===== src/joint_command_softstop_packer_assert.svh =====
`ifndef JOINT_COMMAND_SOFTSTOP_PACKER_ASSERT_SVH
`define JOINT_COMMAND_SOFTSTOP_PACKER_ASSERT_SVH

// same-cycle implication, sampled on clk, off while arst_n is low
`define JCSP_ASSERT_IMP(lbl, ante, cons) \
	lbl: assert property (@(posedge clk) disable iff (!arst_n) (ante) |-> (cons)) \
		else $error("jcsp: same-cycle check failed");

// next-cycle implication
`define JCSP_ASSERT_NXT(lbl, ante, cons) \
	lbl: assert property (@(posedge clk) disable iff (!arst_n) (ante) |=> (cons)) \
		else $error("jcsp: next-cycle check failed");

`endif


===== src/jcsp_pkg.sv =====
`timescale 1ns / 1ps
package jcsp_pkg;

	// quantizer widths
	localparam int POSITION_BITS_DEF = 16;
	localparam int FIELD_BITS_DEF    = 12;

	// frame slots
	localparam int FRAME_W      = 64;
	localparam int POS_SLOT_W   = 16;
	localparam int FIELD_SLOT_W = 12;

	// configuration port
	localparam int CFG_IDX_W  = 3;
	localparam int CFG_DATA_W = 25;
	localparam logic [CFG_IDX_W-1:0] CFG_SOFT_LIMIT_UPPER   = 3'd0;
	localparam logic [CFG_IDX_W-1:0] CFG_SOFT_LIMIT_LOWER   = 3'd1;
	localparam logic [CFG_IDX_W-1:0] CFG_SOFTSTOP_STIFFNESS = 3'd2;
	localparam logic [CFG_IDX_W-1:0] CFG_SOFTSTOP_DAMPING   = 3'd3;
	localparam logic [CFG_IDX_W-1:0] CFG_SOFTSTOP_ENABLE    = 3'd4;

	localparam int LIMIT_W = 21;
	localparam int STIFF_W = 25;
	localparam int DAMP_W  = 21;

	localparam logic signed [LIMIT_W-1:0] UPPER_RST  = 21'sd55706;
	localparam logic signed [LIMIT_W-1:0] LOWER_RST  = -21'sd280494;
	localparam logic [STIFF_W-1:0]        STIFF_RST  = 25'd29491200;
	localparam logic [DAMP_W-1:0]         DAMP_RST   = 21'd327680;
	localparam logic                      ENABLE_RST = 1'b1;

	// each span is DIV * 2**SHIFT
	localparam int P_DIV  = 25;
	localparam int P_SHIFT = 16;
	localparam int V_DIV  = 30;
	localparam int V_SHIFT = 17;
	localparam int KP_DIV = 500;
	localparam int KP_SHIFT = 16;
	localparam int KD_DIV = 20;
	localparam int KD_SHIFT = 16;
	localparam int T_DIV  = 40;
	localparam int T_SHIFT = 17;

	localparam int P_SPAN  = P_DIV << P_SHIFT;
	localparam int V_SPAN  = V_DIV << V_SHIFT;
	localparam int KP_SPAN = KP_DIV << KP_SHIFT;
	localparam int KD_SPAN = KD_DIV << KD_SHIFT;
	localparam int T_SPAN  = T_DIV << T_SHIFT;

	localparam int P_LIM = P_SPAN / 2;
	localparam int V_LIM = V_SPAN / 2;
	localparam int T_LIM = T_SPAN / 2;

	localparam int P_OFF_W   = $clog2(P_SPAN + 1);
	localparam int V_OFF_W   = $clog2(V_SPAN + 1);
	localparam int KP_OFF_W  = $clog2(KP_SPAN + 1);
	localparam int KD_OFF_W  = $clog2(KD_SPAN + 1);
	localparam int T_OFF_W   = $clog2(T_SPAN + 1);
	localparam int OFF_MAX_W = KP_OFF_W;

	// soft-stop arithmetic
	localparam int VAL_W      = 32;
	localparam int DIFF_W     = 33;
	localparam int DIFF_LO_W  = 17;
	localparam int PROD_LO_W  = STIFF_W + DIFF_LO_W;
	localparam int PROD_HI_W  = STIFF_W + 1 + DIFF_W - DIFF_LO_W;
	localparam int Q_FRAC     = 16;
	localparam int TSUM_W     = 44;

	localparam logic [FRAME_W-1:0] ENTER_FRAME = 64'hFFFF_FFFF_FFFF_FFFC;
	localparam logic [FRAME_W-1:0] EXIT_FRAME  = 64'hFFFF_FFFF_FFFF_FFFD;

	localparam logic [1:0] KIND_COMMAND = 2'd0;
	localparam logic [1:0] KIND_ENTER   = 2'd1;
	localparam logic [1:0] KIND_EXIT    = 2'd2;

	localparam logic [1:0] STATUS_NORMAL   = 2'd0;
	localparam logic [1:0] STATUS_SOFTSTOP = 2'd1;
	localparam logic [1:0] STATUS_ESTOP    = 2'd2;
	localparam logic [1:0] STATUS_MODE     = 2'd3;

	typedef struct packed {
		logic signed [VAL_W-1:0] measured_position;
		logic signed [VAL_W-1:0] target_position;
		logic signed [VAL_W-1:0] target_velocity;
		logic signed [VAL_W-1:0] stiffness_gain;
		logic signed [VAL_W-1:0] damping_gain;
		logic signed [VAL_W-1:0] feedforward_torque;
		logic                    enable_request;
		logic                    estop_active;
	} jcsp_in_t;

	typedef struct packed {
		logic [FRAME_W-1:0] frame;
		logic [1:0]         frame_kind;
		logic [1:0]         status;
		logic               last;
	} jcsp_out_t;

	typedef struct packed {
		logic load_in;
		logic en_mul;
		logic en_sum;
		logic en_recip;
		logic load_mode;
		logic load_repeat;
		logic load_cmd;
	} jcsp_cmd_t;

	typedef struct packed {
		logic mode_change;
	} jcsp_sts_t;

endpackage


===== src/jcsp_ctrl.sv =====
`timescale 1ns / 1ps
module jcsp_ctrl (
	input  logic              clk,
	input  logic              arst_n,
	input  logic              in_valid,
	output logic              in_ready,
	output logic              out_valid,
	input  logic              out_ready,
	input  jcsp_pkg::jcsp_sts_t sts,
	output jcsp_pkg::jcsp_cmd_t cmd
);
	import jcsp_pkg::*;

	`include "joint_command_softstop_packer_assert.svh"

	typedef enum logic [6:0] {
		ST_IDLE   = 7'b0000001,
		ST_MODE   = 7'b0000010,
		ST_REPEAT = 7'b0000100,
		ST_MUL    = 7'b0001000,
		ST_SUM    = 7'b0010000,
		ST_RECIP  = 7'b0100000,
		ST_PACK   = 7'b1000000
	} state_t;

	state_t     state_q, state_d;
	logic       out_valid_q;
	logic       out_free;
	logic       rdy;
	logic       load_any;
	logic [2:0] loads;

	// output register is free when empty or being drained this cycle
	assign out_free = !out_valid_q || out_ready;

	always_comb begin
		cmd     = '0;
		rdy     = 1'b0;
		state_d = state_q;
		unique case (state_q)
			ST_IDLE: begin
				rdy = 1'b1;
				if (in_valid) state_d = sts.mode_change ? ST_MODE : ST_MUL;
			end
			ST_MODE: begin
				if (out_free) begin
					cmd.load_mode = 1'b1;
					state_d       = ST_REPEAT;
				end
			end
			ST_REPEAT: begin
				if (out_free) begin
					cmd.load_repeat = 1'b1;
					rdy             = 1'b1;
					if (in_valid) state_d = sts.mode_change ? ST_MODE : ST_MUL;
					else state_d = ST_IDLE;
				end
			end
			ST_MUL: begin
				cmd.en_mul = 1'b1;
				state_d    = ST_SUM;
			end
			ST_SUM: begin
				cmd.en_sum = 1'b1;
				state_d    = ST_RECIP;
			end
			ST_RECIP: begin
				cmd.en_recip = 1'b1;
				state_d      = ST_PACK;
			end
			ST_PACK: begin
				if (out_free) begin
					cmd.load_cmd = 1'b1;
					rdy          = 1'b1;
					if (in_valid) state_d = sts.mode_change ? ST_MODE : ST_MUL;
					else state_d = ST_IDLE;
				end
			end
			default: state_d = ST_IDLE;
		endcase
		cmd.load_in = in_valid && rdy;
	end

	assign loads    = {cmd.load_mode, cmd.load_repeat, cmd.load_cmd};
	assign load_any = |loads;

	always_ff @(posedge clk or negedge arst_n) begin
		if (!arst_n) begin
			state_q     <= ST_IDLE;
			out_valid_q <= 1'b0;
		end else begin
			state_q <= state_d;
			if (load_any) out_valid_q <= 1'b1;
			else if (out_ready) out_valid_q <= 1'b0;
		end
	end

	assign in_ready  = rdy;
	assign out_valid = out_valid_q;

	`JCSP_ASSERT_IMP(a_load_only_when_free, load_any, out_free)
	`JCSP_ASSERT_IMP(a_single_load, 1'b1, $onehot0(loads))
	`JCSP_ASSERT_NXT(a_mode_then_repeat, cmd.load_mode, state_q == ST_REPEAT)
	`JCSP_ASSERT_NXT(a_mul_then_sum, cmd.en_mul, cmd.en_sum)
	`JCSP_ASSERT_NXT(a_change_goes_mode, cmd.load_in && sts.mode_change, state_q == ST_MODE)

endmodule


===== config.mk =====
export PLATFORM = sky130hd
export DESIGN_NAME = jcsp_ctrl
export DESIGN_NICKNAME = d
export VERILOG_FILES = /design/src/jcsp_pkg.sv /design/src/jcsp_ctrl.sv
export VERILOG_INCLUDE_DIRS = /design/src /design/src/src
export SDC_FILE = /design/constraint.sdc
export NUM_CORES = 1
export LEC_CHECK = 0
export BUFFER_PORTS_ARGS = -buffer_cell sky130_fd_sc_hd__buf_2
export CAP_MARGIN = 10
export CORE_AREA = 2 2 39 41
export DETAILED_ROUTE_END_ITERATION = 10
export DIE_AREA = 0 0 41 43
export PLACE_DENSITY = 0.77
export SLEW_MARGIN = 10
export SYNTH_ARGS = -nofsm -noshare
export SYNTH_HDL_FRONTEND = slang
export SYNTH_SLANG_ARGS = --single-unit
export TNS_END_PERCENT = 1

===== constraint.sdc =====
create_clock -name clk -period 2.5 [get_ports clk]
set_input_delay 0.625 -clock clk [delete_from_list [all_inputs] [get_ports clk]]
set_output_delay 0.625 -clock clk [all_outputs]
set_load 0.005 [all_outputs]

Yosys cells after proc, flatten, opt, wreduce, memory -nomap -nowiden
Index checks and enable logic that the tools add are counted.
Widths: inputs -> output; s select.

cells by class
  reduce and logical (&&, ||, !) cells = 7
  eq/ne operators = 10
  muxes and demuxes = 16

operator list
  operator            number
  $pmux 7 s6          1
  $mux 7              3
  $mux 1              9
  $mux 4              2
  $eq 7x1->1 const B  1
  $eq 7x2->1 const B  1
  $eq 7x3->1 const B  1
  $eq 7x4->1 const B  1
  $eq 7x5->1 const B  1
  $eq 7x6->1 const B  1
  $eq 7x7->1 const B  1
  $ne 2x2->1 const B  2
  $reduce_and 3->1    1
  $reduce_or 3->1     1
  $ne 2x1->1 const B  1
  $pmux 1 s2          1
  $reduce_bool 2->1   1
  $reduce_or 2->1     1
  $logic_and 1x1->1   1
  $logic_not 1->1     1
  $logic_or 1x1->1    1

storage, ports and cells
  output and inout port bits = 9
  word-level logic and storage cells = 35
  bits of input ports = 5
  register bits after elaboration = 8

Depth between registers and ports, before layout
  word-level depth = 6
  mapped depth = 5
  mapped depth without buffers = 4

Least setup slack after synthesis
No wires, ideal clock.

  path type = register to output
  start point = reg state_q[3]
  end point = out cmd[6] (netlist name)
  cell stages (with the launch flop) = 5
  arrival time = 1.383 ns
  data required time = 1.875 ns
  path buffers = 0
  setup slack = 0.492 ns
  cell sequence = dfrtp_1 -> or4_4 -> nor4_2 -> a21oi_1 -> nor2_1

RTL lines
  item                    line             RTL
  start, declared         jcsp_ctrl.sv:26  state_t state_q, state_d;
  start signal, assigned  jcsp_ctrl.sv:92  state_q <= state_d;
  end, declared           jcsp_ctrl.sv:10  output jcsp_pkg::jcsp_cmd_t cmd

==> results.cfg <==
[outcome]
status = completed

[timing]
fmaxAchievable_mhz = 411
rsz0062_at_grt = yes
period_share_pct = 97.3
hold_viol = 0
worstMarginPinSlew_ns = 0.446
min_period_ns = 2.43
fin_skew_ns = 0.00362
slew_headroom_pct = 69.8
finalSetupViolCount = 0
maxSlewViolCount = 0

[clock_tree]
insertion_delay_ns = 0.26
clock-sinks = 8
cts_root_buf = clkbuf_4
max-clock-path-buffers = 2
clkTransAtPathRegs_ns = 0.06
ctsHtreeMaxLevel = 1
cts_inserted_buffers = 3
post_cts_buffers = 0
tritoncts = done

[layout]
postLayoutCellArea_um2 = 703
diodes = 0
area_growth_pct = 18.8
drive_above_1_share_pct = 31.3
fin_nets = 89
fin_cells = 99

[critical_path]
crit_fanout = 6
worst-path-buf-inv = 1
cp-startpoint = state_q[3]
start_kind = register
crit_path_end_kind = primary output
crit_slowest_cell = or4_4
critPathKind = reg2out
r2r_setup_slack_ns = 0.85
arrival_ns = 1.81
crit_family = simple AND/OR/NAND/NOR gates
slowest_delay_ns = 0.56
worstPathCellList = or4_4 -> nor4_2 -> a21oi_1 -> nor2_1 -> buf_2
r2r-start = state_q[0]
crit_required_ns = 1.88

[floorplan]
fp.dieArea_um2 = 1760
start_util_pct = 42.8
num_io_pins = 14
core.rowCount = 14
die_x_um = 41
die_h_um = 43
coreArea_um2 = 1380

[global_route]
track_usage_pct = 20.3
grt_overflow_total = 0
grt_max_degree = 16
grt_pass1_wl_um = 2330
grt_pass1_vias = 499
antenna_found_initial = 0

[placed_design]
place_inst = 95
portBuffers = 13
place_hpwl_um = 1020
postPlaceCellArea_um2 = 668
routabilityCongestion = 0.811

[power_and_ir_drop]
p_int_uw = 415
swShare_pct = 42.8
p_seq_share_pct = 35.5
p_leak_uw = 0.000357
netSwitchingPower_uw = 311
power.density_nw_per_um2 = 1030
clkPwrFrac_pct = 14.9
combinationalPowerShare_pct = 49.6
irDropWorstVdd_mv = 0.424

[synthesis]
async_flop_share_pct = 100
synth_ff_type = dfrtp_1
synth_cell_types = 31
ys_ff_latch = 8
synth_edf_count = 0
synth_top_area_cell = dfrtp_1
synth_area_leaders = dfrtp_1 30%, nor4b_1 5.9%, nor4bb_1 5.1%
synth_area_um2 = 592
synth-seq-area-share_pct = 34.0
postSynthNetCount = 74
synth.yosys.warnings = 0
avgSynthCellArea_um2 = 8.58
synth_cells = 69
synth_top_area_share_pct = 29.6

[drt]
num_vias = 583
via_per_inst = 5.89
drtIter0Drc = 16
dr.pass1.iters = 4
drt-total-wl_um = 1390
detail_route.wl_per_cell_um = 14.0
drc = 0
ant_nets = 0

[min_path]
hold_class = in2async

[flow_run]
maxCapViolCount = 0
## registers in the layout (all words and copies together), names as in the netlist
name       cells
state_q        7
out_valid      1
## logic make-up (layout without fill, tap and decap cells)
kind of cell	after synthesis	in the layout	synth area share, %
DFF	8	8	34.0
buffers and inverters	8	22	5.92
xor gates and xnor gates	2	2	2.96
and+or+nand+nor	40	40	45.5
AOI/OAI and AO/OA	11	11	11.6
## worst reg2reg max path: stages, from the launching register on
cell,delay [ns]
dfstp_2,0.71
nor3b_1,0.25
o21ai_0,0.18
or2_2,0.30
a21oi_1,0.14
## power groups by stage
stage / combinational, uW / sequential (uW) / clock, uW
finish: 360 / 258 / 108
global route: 398 / 271 / 125
CTS: 353 / 249 / 111
detailed placement: 350 / 252 / 0
global placement: 345 / 248 / 0
floorplan: 296 / 202 / 0
## layout by cell type (no fill, tap or decap), drive strengths merged, types with 2 or more instances in the layout
master / n
xor2: 2
clkbuf: 4
dfrtp: 7
buf: 15
nor3b: 4
nand2: 4
nor4: 2
a21oi: 2
and3: 3
inv: 3
o21ai: 4
nand2b: 4
nor4b: 5
a21o: 2
nor4bb: 3
nor2: 6
nor2b: 3
## cells in the mapped netlist, types with 2 or more instances
cell type,count
buf_2,3
a21o_1,2
nor2_1,6
and3_1,3
nand2_1,4
o21ai_0,3
nor4b_1,4
dfrtp_1,7
a21oi_1,2
nor3b_1,4
nor4bb_1,3
xor2_1,2
inv_1,3
nor2b_1,3
nand2b_1,4
## stage by stage
stage          total power (uW)  utilization, %  setup slack (ns)  hold slack (ns)  setup TNS, ns
2_1_floorplan               498               -             0.492            0.329              0
3_3_place_gp                593            48.3             0.378            0.477              0
3_5_place_dp                601            48.3             0.360            0.481              0
4_1_cts                     712            50.2            0.0749            0.204              0
5_1_grt                     795            50.8           -0.0273            0.193        -0.0273
6_report                    726            50.8            0.0681            0.201              0
## repair_timing
action | 4_1_cts | 5_1_grt
endpoints found under the hold margin | 0 | 0
hold buffers | 0 | 0
setup endpoints to repair | 0 | 3
gates resized for setup | 0 | 3
## final timing paths
check,to,cells past startpoint
worst max-delay path,cmd[6],5
worst min-delay path,state_q[1],1
worst max register to register,state_q[1],4
worst min register to register,state_q[5],1
max in group asynchronous,state_q[0],1
min in group clk,state_q[3],2
## metal layers
metal	share of wire, %	up-vias	wire length [um]	track usage (%)
li1	-	277	-	-
met1	45	285	618	28.9
met2	48	17	663	25.9
met5	0	-	0	0
met4	2.2	0	30	12.0
met3	5.3	4	73	6.28
## final cells by class
type | instances | area [um2]
repair buffers | 15 | 80.1
well taps | 16 | 20.0
flip-flops and latches | 8 | 204
inverters | 3 | 11.3
multi-input cells | 53 | 362
clock buffers | 4 | 26.3
fillers | 138 | 681
(Power assumes the default switching activity.)
